$ cat config.mk
export PLATFORM = sky130hd
export DESIGN_NAME = global_fp_response_time_test_top
export DESIGN_NICKNAME = d
export VERILOG_FILES = /design/src/design/gfprt_pkg.sv /design/src/design/gfprt_ram.sv /design/src/design/gfprt_fifo.sv /design/src/design/gfprt_front.sv /design/src/design/gfprt_div.sv /design/src/design/gfprt_back.sv /design/src/design/global_fp_response_time_test_top.sv
export SDC_FILE = /design/constraint.sdc
export NUM_CORES = 2
export LEC_CHECK = 0
export BUFFER_PORTS_ARGS = -buffer_cell sky130_fd_sc_hd__buf_4
export CORE_MARGIN = 2
export CORE_UTILIZATION = 60
export DETAILED_ROUTE_END_ITERATION = 10
export PLACE_DENSITY = 0.77
export SLEW_MARGIN = 30
export SYNTH_ARGS = -nofsm -noshare
export SYNTH_HDL_FRONTEND = slang
export SYNTH_SLANG_ARGS = --single-unit
$ cat constraint.sdc
create_clock -name clk_i -period 19.9 [get_ports clk_i]
set_input_delay 4.975 -clock clk_i [delete_from_list [all_inputs] [get_ports clk_i]]
set_output_delay 4.975 -clock clk_i [all_outputs]
set_load 0.005 [all_outputs]
$ cat src/design/gfprt_pkg.sv
// ----------------------------------------------------------------------------
// gfprt_pkg
// Shared constants, types and state codes of the response-time analysis block.
// ----------------------------------------------------------------------------
package gfprt_pkg;

  localparam int MAX_TASKS   = 16;
  localparam int IDX_W       = $clog2(MAX_TASKS);
  localparam int CNT_W       = $clog2(MAX_TASKS + 1);
  localparam int LANES       = MAX_TASKS - 1;
  localparam int TIME_W      = 16;
  localparam int RESP_W      = 20;
  localparam int WIN_W       = RESP_W + 1;
  localparam int SUM_W       = WIN_W + $clog2(2 * MAX_TASKS);
  localparam int PROD_W      = WIN_W + TIME_W;
  localparam int PROC_W      = 5;
  localparam int QUEUE_DEPTH = 2;
  localparam int QPTR_W      = $clog2(QUEUE_DEPTH);
  localparam int QCNT_W      = $clog2(QUEUE_DEPTH + 1);
  localparam int DIVC_W      = $clog2(SUM_W + 1);
  localparam int TASK_W      = 2 * TIME_W;

  localparam logic [RESP_W-1:0] RESP_MAX = '1;

  // Register index, taken from paddr bit 2.
  localparam logic REG_PROCESSORS = 1'b0;

  typedef struct packed {
    logic [TIME_W-1:0] wcet;
    logic [TIME_W-1:0] period;
    logic              last;
    logic              keep;
  } item_t;

  typedef enum logic [3:0] {
    S_LOAD,
    S_TASK_RD,
    S_TASK_LAT,
    S_CHECK,
    S_OM_RD,
    S_OM_LAT,
    S_DIV1,
    S_MUL1,
    S_WL1,
    S_DIV2,
    S_MUL2,
    S_WL2,
    S_SUMD,
    S_DIVM,
    S_EMIT
  } state_e;

endpackage

$ cat src/design/gfprt_ram.sv
// ----------------------------------------------------------------------------
// gfprt_ram
// Generic single-write, single-read RAM with registered read data.
// ----------------------------------------------------------------------------
module gfprt_ram #(
  parameter int Width = 32,
  parameter int Depth = 16,
  localparam int AddrW = $clog2(Depth)
) (
  input  logic             clk_i,
  input  logic             we_i,
  input  logic [AddrW-1:0] waddr_i,
  input  logic [Width-1:0] wdata_i,
  input  logic [AddrW-1:0] raddr_i,
  output logic [Width-1:0] rdata_o
);

  logic [Width-1:0] mem_q [Depth];

  always_ff @(posedge clk_i) begin
    if (we_i) begin
      mem_q[waddr_i] <= wdata_i;
    end
    rdata_o <= mem_q[raddr_i];
  end

endmodule

$ cat src/design/gfprt_fifo.sv
// ----------------------------------------------------------------------------
// gfprt_fifo
// Short queue of classified task words between the front and the back.
// ----------------------------------------------------------------------------
module gfprt_fifo (
  input  logic             clk_i,
  input  logic             rst_ni,
  input  logic             push_i,
  input  gfprt_pkg::item_t push_item_i,
  output logic             full_o,
  input  logic             pop_i,
  output logic             valid_o,
  output gfprt_pkg::item_t pop_item_o
);
  import gfprt_pkg::*;

  item_t             entry_q [QUEUE_DEPTH];
  logic [QPTR_W-1:0] wptr_q, rptr_q;
  logic [QCNT_W-1:0] cnt_q;

  assign full_o     = (cnt_q == QCNT_W'(QUEUE_DEPTH));
  assign valid_o    = (cnt_q != '0);
  assign pop_item_o = entry_q[rptr_q];

  always_ff @(posedge clk_i) begin
    if (push_i) begin
      entry_q[wptr_q] <= push_item_i;
    end
  end

  always_ff @(posedge clk_i or negedge rst_ni) begin
    if (!rst_ni) begin
      wptr_q <= '0;
      rptr_q <= '0;
      cnt_q  <= '0;
    end else begin
      if (push_i) begin
        wptr_q <= (wptr_q == QPTR_W'(QUEUE_DEPTH - 1)) ? '0 : wptr_q + 1'b1;
      end
      if (pop_i) begin
        rptr_q <= (rptr_q == QPTR_W'(QUEUE_DEPTH - 1)) ? '0 : rptr_q + 1'b1;
      end
      if (push_i && !pop_i) begin
        cnt_q <= cnt_q + 1'b1;
      end else if (pop_i && !push_i) begin
        cnt_q <= cnt_q - 1'b1;
      end
    end
  end

endmodule

$ cat src/design/gfprt_front.sv
// ----------------------------------------------------------------------------
// gfprt_front
// Accept task words, fix a zero period and mark words beyond the store.
// ----------------------------------------------------------------------------
module gfprt_front (
  input  logic                           clk_i,
  input  logic                           rst_ni,
  input  logic                           s_tvalid_i,
  output logic                           s_tready_o,
  input  logic [gfprt_pkg::TASK_W-1:0]   s_tdata_i,
  input  logic                           s_tlast_i,
  input  logic                           full_i,
  output logic                           push_o,
  output gfprt_pkg::item_t               push_item_o
);
  import gfprt_pkg::*;

  logic [CNT_W-1:0]  cnt_q, cnt_d;
  logic [TIME_W-1:0] period;
  logic              keep;

  assign s_tready_o = !full_i;
  assign push_o     = s_tvalid_i && s_tready_o;
  assign period     = s_tdata_i[TASK_W-1:TIME_W];
  assign keep       = (cnt_q < CNT_W'(MAX_TASKS));

  always_comb begin
    push_item_o.wcet   = s_tdata_i[TIME_W-1:0];
    push_item_o.period = (period == '0) ? TIME_W'(1) : period;
    push_item_o.last   = s_tlast_i;
    push_item_o.keep   = keep;
  end

  always_comb begin
    cnt_d = cnt_q;
    if (push_o) begin
      if (s_tlast_i) begin
        cnt_d = '0;
      end else if (keep) begin
        cnt_d = cnt_q + 1'b1;
      end
    end
  end

  always_ff @(posedge clk_i or negedge rst_ni) begin
    if (!rst_ni) begin
      cnt_q <= '0;
    end else begin
      cnt_q <= cnt_d;
    end
  end

endmodule

$ cat src/design/gfprt_div.sv
// ----------------------------------------------------------------------------
// gfprt_div
// Restoring divider, one quotient bit per cycle.
// ----------------------------------------------------------------------------
module gfprt_div (
  input  logic                          clk_i,
  input  logic                          rst_ni,
  input  logic                          start_i,
  input  logic [gfprt_pkg::SUM_W-1:0]   dividend_i,
  input  logic [gfprt_pkg::TIME_W-1:0]  divisor_i,
  output logic                          busy_o,
  output logic [gfprt_pkg::SUM_W-1:0]   quot_o,
  output logic [gfprt_pkg::TIME_W-1:0]  rem_o
);
  import gfprt_pkg::*;

  logic [SUM_W-1:0]  dv_q;
  logic [TIME_W-1:0] rem_q, dvs_q;
  logic [DIVC_W-1:0] cnt_q;
  logic [TIME_W:0]   rem_sh;
  logic              ge;

  assign rem_sh = {rem_q, dv_q[SUM_W-1]};
  assign ge     = (rem_sh >= {1'b0, dvs_q});
  assign busy_o = (cnt_q != '0);
  assign quot_o = dv_q;
  assign rem_o  = rem_q;

  always_ff @(posedge clk_i) begin
    if (start_i) begin
      dv_q  <= dividend_i;
      rem_q <= '0;
      dvs_q <= divisor_i;
    end else if (busy_o) begin
      rem_q <= ge ? TIME_W'(rem_sh - {1'b0, dvs_q}) : rem_sh[TIME_W-1:0];
      dv_q  <= {dv_q[SUM_W-2:0], ge};
    end
  end

  always_ff @(posedge clk_i or negedge rst_ni) begin
    if (!rst_ni) begin
      cnt_q <= '0;
    end else if (start_i) begin
      cnt_q <= DIVC_W'(SUM_W);
    end else if (busy_o) begin
      cnt_q <= cnt_q - 1'b1;
    end
  end

endmodule

$ cat src/design/gfprt_back.sv
// ----------------------------------------------------------------------------
// gfprt_back
// Store the task set and run the fixed-point response-time iteration.
// ----------------------------------------------------------------------------
module gfprt_back (
  input  logic                          clk_i,
  input  logic                          rst_ni,
  input  logic [gfprt_pkg::PROC_W-1:0]  m_i,
  input  logic                          q_valid_i,
  input  gfprt_pkg::item_t              q_item_i,
  output logic                          q_pop_o,
  output logic                          res_tvalid_o,
  input  logic                          res_tready_i,
  output logic [23:0]                   res_tdata_o,
  output logic                          res_tuser_o,
  output logic                          res_tlast_o
);
  import gfprt_pkg::*;

  state_e state_q, state_d;

  logic [CNT_W-1:0]  tc_q, n_q, take_q;
  logic [IDX_W-1:0]  k_q, i_q;
  logic [TIME_W-1:0] ck_q, pk_q, ci_q, pi_q, rem_q;
  logic [RESP_W-1:0] r_q, ri_q;
  logic [WIN_W-1:0]  cap_q, q_q, nc_q;
  logic [PROD_W-1:0] prod_q;
  logic [SUM_W-1:0]  sum_q;
  logic [WIN_W-1:0]  slot_q [LANES];
  logic [WIN_W-1:0]  slot_ins [LANES];

  logic [IDX_W-1:0]  raddr;
  logic              task_we, resp_we, out_load;
  logic [TASK_W-1:0] task_rd;
  logic [RESP_W-1:0] resp_rd;

  logic              div_start, div_busy;
  logic [SUM_W-1:0]  div_dividend, div_quot;
  logic [TIME_W-1:0] div_divisor, div_rem;

  logic [TIME_W-1:0] part;
  logic [PROD_W:0]   wl;
  logic [WIN_W-1:0]  clamped, diff, win2;
  logic [SUM_W:0]    tot;
  logic [RESP_W-1:0] nxt;
  logic              miss, final_res, below_m, last_i;
  logic [PROC_W-1:0] m1;
  logic [CNT_W-1:0]  take_init;

  gfprt_ram #(.Width(TASK_W), .Depth(MAX_TASKS)) u_task_ram (
    .clk_i   (clk_i),
    .we_i    (task_we),
    .waddr_i (tc_q[IDX_W-1:0]),
    .wdata_i ({q_item_i.period, q_item_i.wcet}),
    .raddr_i (raddr),
    .rdata_o (task_rd)
  );

  gfprt_ram #(.Width(RESP_W), .Depth(MAX_TASKS)) u_resp_ram (
    .clk_i   (clk_i),
    .we_i    (resp_we),
    .waddr_i (k_q),
    .wdata_i (r_q),
    .raddr_i (raddr),
    .rdata_o (resp_rd)
  );

  gfprt_div u_div (
    .clk_i      (clk_i),
    .rst_ni     (rst_ni),
    .start_i    (div_start),
    .dividend_i (div_dividend),
    .divisor_i  (div_divisor),
    .busy_o     (div_busy),
    .quot_o     (div_quot),
    .rem_o      (div_rem)
  );

  // Workload clamp: n*C + min(C, w mod P), capped at the window cap.
  assign part    = (ci_q < rem_q) ? ci_q : rem_q;
  assign wl      = {1'b0, prod_q} + (PROD_W + 1)'(part);
  assign clamped = (wl > (PROD_W + 1)'(cap_q)) ? cap_q : wl[WIN_W-1:0];
  assign diff    = clamped - nc_q;
  assign win2    = WIN_W'(r_q) + WIN_W'(ri_q) - WIN_W'(ci_q);

  assign tot = (SUM_W + 1)'(ck_q) + (SUM_W + 1)'(div_quot);
  assign nxt = (tot > (SUM_W + 1)'(RESP_MAX)) ? RESP_MAX : tot[RESP_W-1:0];

  assign miss      = (r_q > RESP_W'(pk_q));
  assign final_res = miss || ((CNT_W'(k_q) + 1'b1) == n_q);
  assign below_m   = (int'(k_q) < int'(m_i));
  assign last_i    = ((i_q + 1'b1) == k_q);
  assign m1        = m_i - 1'b1;
  assign take_init = (int'(m1) > LANES) ? CNT_W'(LANES) : CNT_W'(m1);

  // Sorted insert: lanes hold the largest differences, descending.
  always_comb begin
    for (int j = 0; j < LANES; j++) begin
      if (slot_q[j] >= diff) begin
        slot_ins[j] = slot_q[j];
      end else if (j == 0) begin
        slot_ins[j] = diff;
      end else if (slot_q[(j == 0) ? 0 : j - 1] >= diff) begin
        slot_ins[j] = diff;
      end else begin
        slot_ins[j] = slot_q[(j == 0) ? 0 : j - 1];
      end
    end
  end

  // Next state.
  always_comb begin
    state_d = state_q;
    case (state_q)
      S_LOAD: begin
        if (q_valid_i && q_item_i.last) state_d = S_TASK_RD;
      end
      S_TASK_RD:  state_d = S_TASK_LAT;
      S_TASK_LAT: state_d = below_m ? S_EMIT : S_CHECK;
      S_CHECK:    state_d = miss ? S_EMIT : S_OM_RD;
      S_OM_RD:    state_d = S_OM_LAT;
      S_OM_LAT:   state_d = S_DIV1;
      S_DIV1: begin
        if (!div_busy) state_d = S_MUL1;
      end
      S_MUL1: state_d = S_WL1;
      S_WL1:  state_d = S_DIV2;
      S_DIV2: begin
        if (!div_busy) state_d = S_MUL2;
      end
      S_MUL2: state_d = S_WL2;
      S_WL2:  state_d = last_i ? S_SUMD : S_OM_RD;
      S_SUMD: begin
        if (take_q == '0) state_d = S_DIVM;
      end
      S_DIVM: begin
        if (!div_busy) state_d = (nxt == r_q) ? S_EMIT : S_CHECK;
      end
      S_EMIT: begin
        if (!res_tvalid_o || res_tready_i) state_d = final_res ? S_LOAD : S_TASK_RD;
      end
      default: state_d = S_LOAD;
    endcase
  end

  // Control outputs.
  always_comb begin
    q_pop_o      = 1'b0;
    task_we      = 1'b0;
    resp_we      = 1'b0;
    out_load     = 1'b0;
    raddr        = k_q;
    div_start    = 1'b0;
    div_dividend = SUM_W'(r_q);
    div_divisor  = task_rd[TASK_W-1:TIME_W];
    case (state_q)
      S_LOAD: begin
        q_pop_o = q_valid_i;
        task_we = q_valid_i && q_item_i.keep;
      end
      S_OM_RD: raddr = i_q;
      S_OM_LAT: div_start = 1'b1;
      S_WL1: begin
        div_start    = 1'b1;
        div_dividend = SUM_W'(win2);
        div_divisor  = pi_q;
      end
      S_SUMD: begin
        div_start    = (take_q == '0);
        div_dividend = sum_q;
        div_divisor  = TIME_W'(m_i);
      end
      S_EMIT: begin
        out_load = !res_tvalid_o || res_tready_i;
        resp_we  = out_load;
      end
      default: ;
    endcase
  end

  // Datapath.
  always_ff @(posedge clk_i) begin
    case (state_q)
      S_TASK_LAT: begin
        ck_q <= task_rd[TIME_W-1:0];
        pk_q <= task_rd[TASK_W-1:TIME_W];
        r_q  <= RESP_W'(task_rd[TIME_W-1:0]);
      end
      S_CHECK: begin
        cap_q <= WIN_W'(r_q) - WIN_W'(ck_q) + 1'b1;
        sum_q <= '0;
        for (int j = 0; j < LANES; j++) slot_q[j] <= '0;
      end
      S_OM_LAT: begin
        ci_q <= task_rd[TIME_W-1:0];
        pi_q <= task_rd[TASK_W-1:TIME_W];
        ri_q <= resp_rd;
      end
      S_DIV1, S_DIV2: begin
        q_q   <= div_quot[WIN_W-1:0];
        rem_q <= div_rem;
      end
      S_MUL1, S_MUL2: prod_q <= q_q * ci_q;
      S_WL1: nc_q <= clamped;
      S_WL2: begin
        sum_q <= sum_q + SUM_W'(nc_q);
        for (int j = 0; j < LANES; j++) slot_q[j] <= slot_ins[j];
        take_q <= take_init;
      end
      S_SUMD: begin
        if (take_q != '0) begin
          sum_q <= sum_q + SUM_W'(slot_q[0]);
          for (int j = 0; j < LANES - 1; j++) slot_q[j] <= slot_q[j + 1];
          slot_q[LANES-1] <= '0;
          take_q <= take_q - 1'b1;
        end
      end
      S_DIVM: begin
        if (!div_busy) r_q <= nxt;
      end
      default: ;
    endcase
    if (out_load) begin
      res_tdata_o <= {r_q, 4'(k_q)};
      res_tuser_o <= miss;
      res_tlast_o <= final_res;
    end
  end

  always_ff @(posedge clk_i or negedge rst_ni) begin
    if (!rst_ni) begin
      state_q      <= S_LOAD;
      tc_q         <= '0;
      n_q          <= '0;
      k_q          <= '0;
      i_q          <= '0;
      res_tvalid_o <= 1'b0;
    end else begin
      state_q <= state_d;
      if (q_pop_o) begin
        if (q_item_i.last) begin
          n_q  <= tc_q + CNT_W'(q_item_i.keep);
          tc_q <= '0;
          k_q  <= '0;
        end else begin
          tc_q <= tc_q + CNT_W'(q_item_i.keep);
        end
      end
      if (state_q == S_CHECK) i_q <= '0;
      if (state_q == S_WL2 && !last_i) i_q <= i_q + 1'b1;
      if (out_load && !final_res) k_q <= k_q + 1'b1;
      if (out_load) begin
        res_tvalid_o <= 1'b1;
      end else if (res_tready_i) begin
        res_tvalid_o <= 1'b0;
      end
    end
  end

endmodule

$ cat src/design/global_fp_response_time_test_top.sv
// ----------------------------------------------------------------------------
// global_fp_response_time_test_top
// Global fixed-priority response-time test for implicit-deadline task sets.
// ----------------------------------------------------------------------------
// Feed tasks in decreasing priority order, one word per cycle, each word
// carrying WCET and period; tlast marks the lowest-priority task and starts
// the analysis on the number of processors held in the processors register
// (address 0, reset 1, zero acts as one). Up to 16 tasks are kept; further
// tasks of the same set are dropped. Loading runs at one word per cycle
// unless the queue is full. After tlast the block emits one result word per
// task in priority order (index, saturated response bound, miss flag in
// tuser, tlast on the final word) and stops at the first miss. Tasks below
// the processor count take R = C without iterating. Every other task
// iterates; each iteration divides twice for every higher-priority task
// and once by m, on the shared serial divider that yields one quotient bit
// per cycle (SUM_W = 26). During analysis the two-entry task queue fills and
// then the input stalls until the back has issued the final result word.
module global_fp_response_time_test_top (
  input  logic        clk_i,
  input  logic        rst_ni,
  // Task words
  input  logic        s_axis_tvalid_i,
  output logic        s_axis_tready_o,
  input  logic [31:0] s_axis_tdata_i,   // [15:0] wcet, [31:16] period
  input  logic        s_axis_tlast_i,   // last task of the set
  // Result words
  output logic        m_axis_tvalid_o,
  input  logic        m_axis_tready_i,
  output logic [23:0] m_axis_tdata_o,   // [3:0] task_index, [23:4] response
  output logic        m_axis_tuser_o,   // misses
  output logic        m_axis_tlast_o,   // final_res
  // Register port
  input  logic        psel,
  input  logic        penable,
  input  logic        pwrite,
  input  logic [2:0]  paddr,
  input  logic [31:0] pwdata,
  output logic [31:0] prdata,
  output logic        pready
);
  import gfprt_pkg::*;

  logic [PROC_W-1:0] proc_q;
  logic [PROC_W-1:0] m_eff;
  logic              reg_wr;

  item_t push_item, pop_item;
  logic  push, full, pop, q_valid;

  // Registers take a write on the access cycle; no wait states.
  assign pready = 1'b1;
  assign reg_wr = psel && penable && pwrite && pready && (paddr[2] == REG_PROCESSORS);
  assign prdata = (paddr[2] == REG_PROCESSORS) ? 32'(proc_q) : '0;

  always_ff @(posedge clk_i or negedge rst_ni) begin
    if (!rst_ni) begin
      proc_q <= PROC_W'(1);
    end else if (reg_wr) begin
      proc_q <= pwdata[PROC_W-1:0];
    end
  end

  // Treat zero processors as one.
  assign m_eff = (proc_q == '0) ? PROC_W'(1) : proc_q;

  gfprt_front u_front (
    .clk_i       (clk_i),
    .rst_ni      (rst_ni),
    .s_tvalid_i  (s_axis_tvalid_i),
    .s_tready_o  (s_axis_tready_o),
    .s_tdata_i   (s_axis_tdata_i),
    .s_tlast_i   (s_axis_tlast_i),
    .full_i      (full),
    .push_o      (push),
    .push_item_o (push_item)
  );

  gfprt_fifo u_fifo (
    .clk_i       (clk_i),
    .rst_ni      (rst_ni),
    .push_i      (push),
    .push_item_i (push_item),
    .full_o      (full),
    .pop_i       (pop),
    .valid_o     (q_valid),
    .pop_item_o  (pop_item)
  );

  gfprt_back u_back (
    .clk_i        (clk_i),
    .rst_ni       (rst_ni),
    .m_i          (m_eff),
    .q_valid_i    (q_valid),
    .q_item_i     (pop_item),
    .q_pop_o      (pop),
    .res_tvalid_o (m_axis_tvalid_o),
    .res_tready_i (m_axis_tready_i),
    .res_tdata_o  (m_axis_tdata_o),
    .res_tuser_o  (m_axis_tuser_o),
    .res_tlast_o  (m_axis_tlast_o)
  );

endmodule

==> flow_metrics.env <==
export IMPL_status="completed"
export IMPL_drtIter0Drc=7257
export IMPL_r2r_start="u_back.ci_q[1]"
export IMPL_viasPerCell=6.555
export IMPL_hold_path_class="reg2reg"
export IMPL_io_buffers=78
export IMPL_io_pin_count=136
export IMPL_rows=143
export IMPL_worstPathRequired_ns=20.33
export IMPL_worstMarginPinSlew_ns=1.054
export IMPL_grt_max_degree=188
export IMPL_slew_violations=0
export IMPL_syn_avg_cell_area_um2=12.28
export IMPL_cp_end_kind="flop"
export IMPL_wirelength_um=256900
export IMPL_reg2reg_depth=52
export IMPL_most_common_layout_cells="edfxtp_1, nand2_1, ha_1"
export IMPL_final_hold_violation_count=0
export IMPL_crit_fanout=24
export IMPL_syn_area_um2=92330
export IMPL_hp_start="u_back.u_resp_ram.rdata_o[10]"
export IMPL_core_um2=152400
export IMPL_cp_slowest_stage_delay_ns=0.87
export IMPL_syn_inst=7518
export IMPL_wl_met1_um=99910
export IMPL_fp_dieW_um=396.3
export IMPL_gp_congestion=0.9462
export IMPL_die_y_um=396.3
export IMPL_antenna_found_initial=6
export IMPL_synth_seq_area_share=0.5228
export IMPL_routedWlPerCell_um=26.36
export IMPL_fillers=10690
export IMPL_final_common_cell="edfxtp_1"
export IMPL_overflow=0
export IMPL_clock_latency_ns=0.83
export IMPL_r2r_end="u_back.slot_q[0][103]"
export IMPL_dr_max_layer_used="met4"
export IMPL_crit_top_cell="a21o_1"
export IMPL_worstHoldEndpoint="u_back.ri_q[10]"
export IMPL_cts_root_buf="clkbuf_16"
export IMPL_holdWs_ns=0.4061
export IMPL_synth_distinct_cells=98
export IMPL_max_freq_mhz=67.46
export IMPL_slowest_stage="o21ai_4"
export IMPL_firstDrtPassIters=7
export IMPL_finalCritPeriodShare=0.7449
export IMPL_yosysWarnings=0
export IMPL_wl_met3_um=24800
export IMPL_wl_met2_um=120000
export IMPL_grt_pass1_wl_um=387800
export IMPL_cp_start_kind="flop"
export IMPL_place_hpwl_um=170400
export IMPL_post_cts_setup_buffers=0
export IMPL_worst_slack_ns=5.076
export IMPL_clockBufferDepth=3
export IMPL_grt_pass1_vias=63560
export IMPL_finalSetupTns_ns=0
export IMPL_setup_viol=0
export IMPL_min_path_cells=0
export IMPL_dpl_worst_slack_ns=5.370
export IMPL_vias=63890
export IMPL_clkSlewWorstSetupHoldPaths_ns=0.06
export IMPL_drive_gt1_frac=0.1145
export IMPL_die_area_um2=157000
export IMPL_h_tree_depth=4
export IMPL_ctsHoldBuffers=0
export IMPL_post_cts_resized=0
export IMPL_slew_headroom=0.2975
export IMPL_worst_endpoint_arrival_ns=15.26
export IMPL_ys_flop_type="edfxtp_1"
export IMPL_r2r_slack_ns=5.08
export IMPL_grt_usage=0.3263
export IMPL_max_cap_violations=0
export IMPL_ys_ff_latch=1644
export IMPL_initial_utilization=0.6057
export IMPL_rsz0062_at_grt="no"
export IMPL_nNetsFinal=8539
export IMPL_synth_edff_count=1513
export IMPL_fin_crit_ns=14.82
export IMPL_cts_inserted_buffers=169
export IMPL_final_setup_skew_ns=0.07341
export IMPL_clock_sinks=1644
export IMPL_crit_type="reg2reg"
export IMPL_drtAntennaViolNets=0
export IMPL_drc=0
export IMPL_cts_tree="done"
export IMPL_ys_async_sr_fraction=0.02555
export IMPL_syn_to_final_growth_pct=9.956
metal layers:
layer,vias to the layer above,GRT usage
met3,693,0.05351
li1,27820,-
met4,0,0.1469
met1,31710,0.4461
met2,3666,0.5181
met5,-,0
cells by family after synthesis:
| group | share of synthesized area |
|---|---|
| other | 0.00008134 |
| and+or+nand+nor | 0.1000 |
| AOI/OAI and AO/OA | 0.1020 |
| DFF | 0.5228 |
| buffers and inverters | 0.04075 |
| xor gates and xnor gates | 0.01684 |
| adders and majority gates | 0.1451 |
| muxes | 0.07238 |
synth_stat cells (97+ instances only):
master,count,share of area
a211oi_1,97,0.0079
a21o_1,110,0.0089
a21oi_1,301,0.016
and2_1,171,0.012
clkbuf_1,295,0.012
edfxtp_1,1513,0.49
fa_1,286,0.062
ha_1,610,0.083
inv_1,583,0.024
mux2i_1,131,0.014
mux4_2,208,0.051
nand2_1,898,0.037
nand3_1,233,0.013
nor2_1,295,0.012
nor3_1,106,0.0057
o211ai_1,160,0.013
o21ai_0,316,0.017
xnor2_1,111,0.011
per-stage QoR:
| step | area [µm²] | std cells | util |
|---|---|---|---|
| global placement | 95580 | 9426 | 0.6270 |
| finish | 101500 | 9746 | 0.6660 |
| CTS | 101500 | 9738 | 0.6656 |
| detailed placement | 95630 | 9426 | 0.6273 |
| floorplan | 92420 | 7544 | - |
| global route | 101500 | 9742 | 0.6659 |
flip-flops by register name (all words and copies together) (netlist names), 16 cells and up:
register and flops:
u_back.u_task_ram.mem_q 512, u_back.u_resp_ram.mem_q 320, u_back.slot_q 315, u_fifo.entry_q 68, u_back.prod_q 37, u_back.u_task_ram.rdata_o 32, u_back.sum_q 26, u_back.u_div.quot_o 26
u_back.res_tdata_o 24, u_back.cap_q 21, u_back.nc_q 21, u_back.q_q 21, u_back.r_q 20, u_back.ri_q 20, u_back.u_resp_ram.rdata_o 20, u_back.ci_q 16
u_back.ck_q 16, u_back.pi_q 16, u_back.pk_q 16, u_back.rem_q 16, u_back.u_div.dvs_q 16, u_back.u_div.rem_o 16
worst max-delay path by stage:
stage / from / endpoint / slack [ns] / cells past startpoint
final: u_back.ci_q[1] / u_back.slot_q[0][103] / 5.08 / 52
after global routing: u_back.ci_q[1] / u_back.slot_q[0][103] / 4.31 / 52
after CTS: u_back.ci_q[1] / u_back.slot_q[0][103] / 5.28 / 52
after detailed placement: u_back.ci_q[1] / u_back.slot_q[0][89] / 5.37 / 52
after global placement: u_back.ci_q[1] / u_back.slot_q[0][89] / 5.22 / 52
after floorplan: u_back.ci_q[1] / u_back.slot_q[0][100] / 6.67 / 53
critical path, delay by kind of cell, from the launching register on:
kind                       cells  cell delay [ns]
adders and majority gates      6             1.84
AOI/OAI and AO/OA             26             6.19
DFF                            1             0.32
xor gates and xnor gates       1             0.38
buffers and inverters          4             1.29
muxes                          2             0.72
and+or+nand+nor               13             3.66
final cells by class:
class / instances / area [µm²] / share of cell area
diodes: 7 / 17.52 / 0.0001725
clock buffers: 208 / 4487 / 0.04420
clock inverters: 104 / 1356 / 0.01336
inverters: 583 / 2188 / 0.02156
multi-input cells: 4938 / 40870 / 0.4026
flip-flops and latches: 1644 / 48270 / 0.4755
well taps: 2030 / 2540 / 0.02502
repair buffers: 232 / 1787 / 0.01760
Power is not shown: default switching activity piles up to over one toggle a cycle in this logic, so the estimate is an artifact.
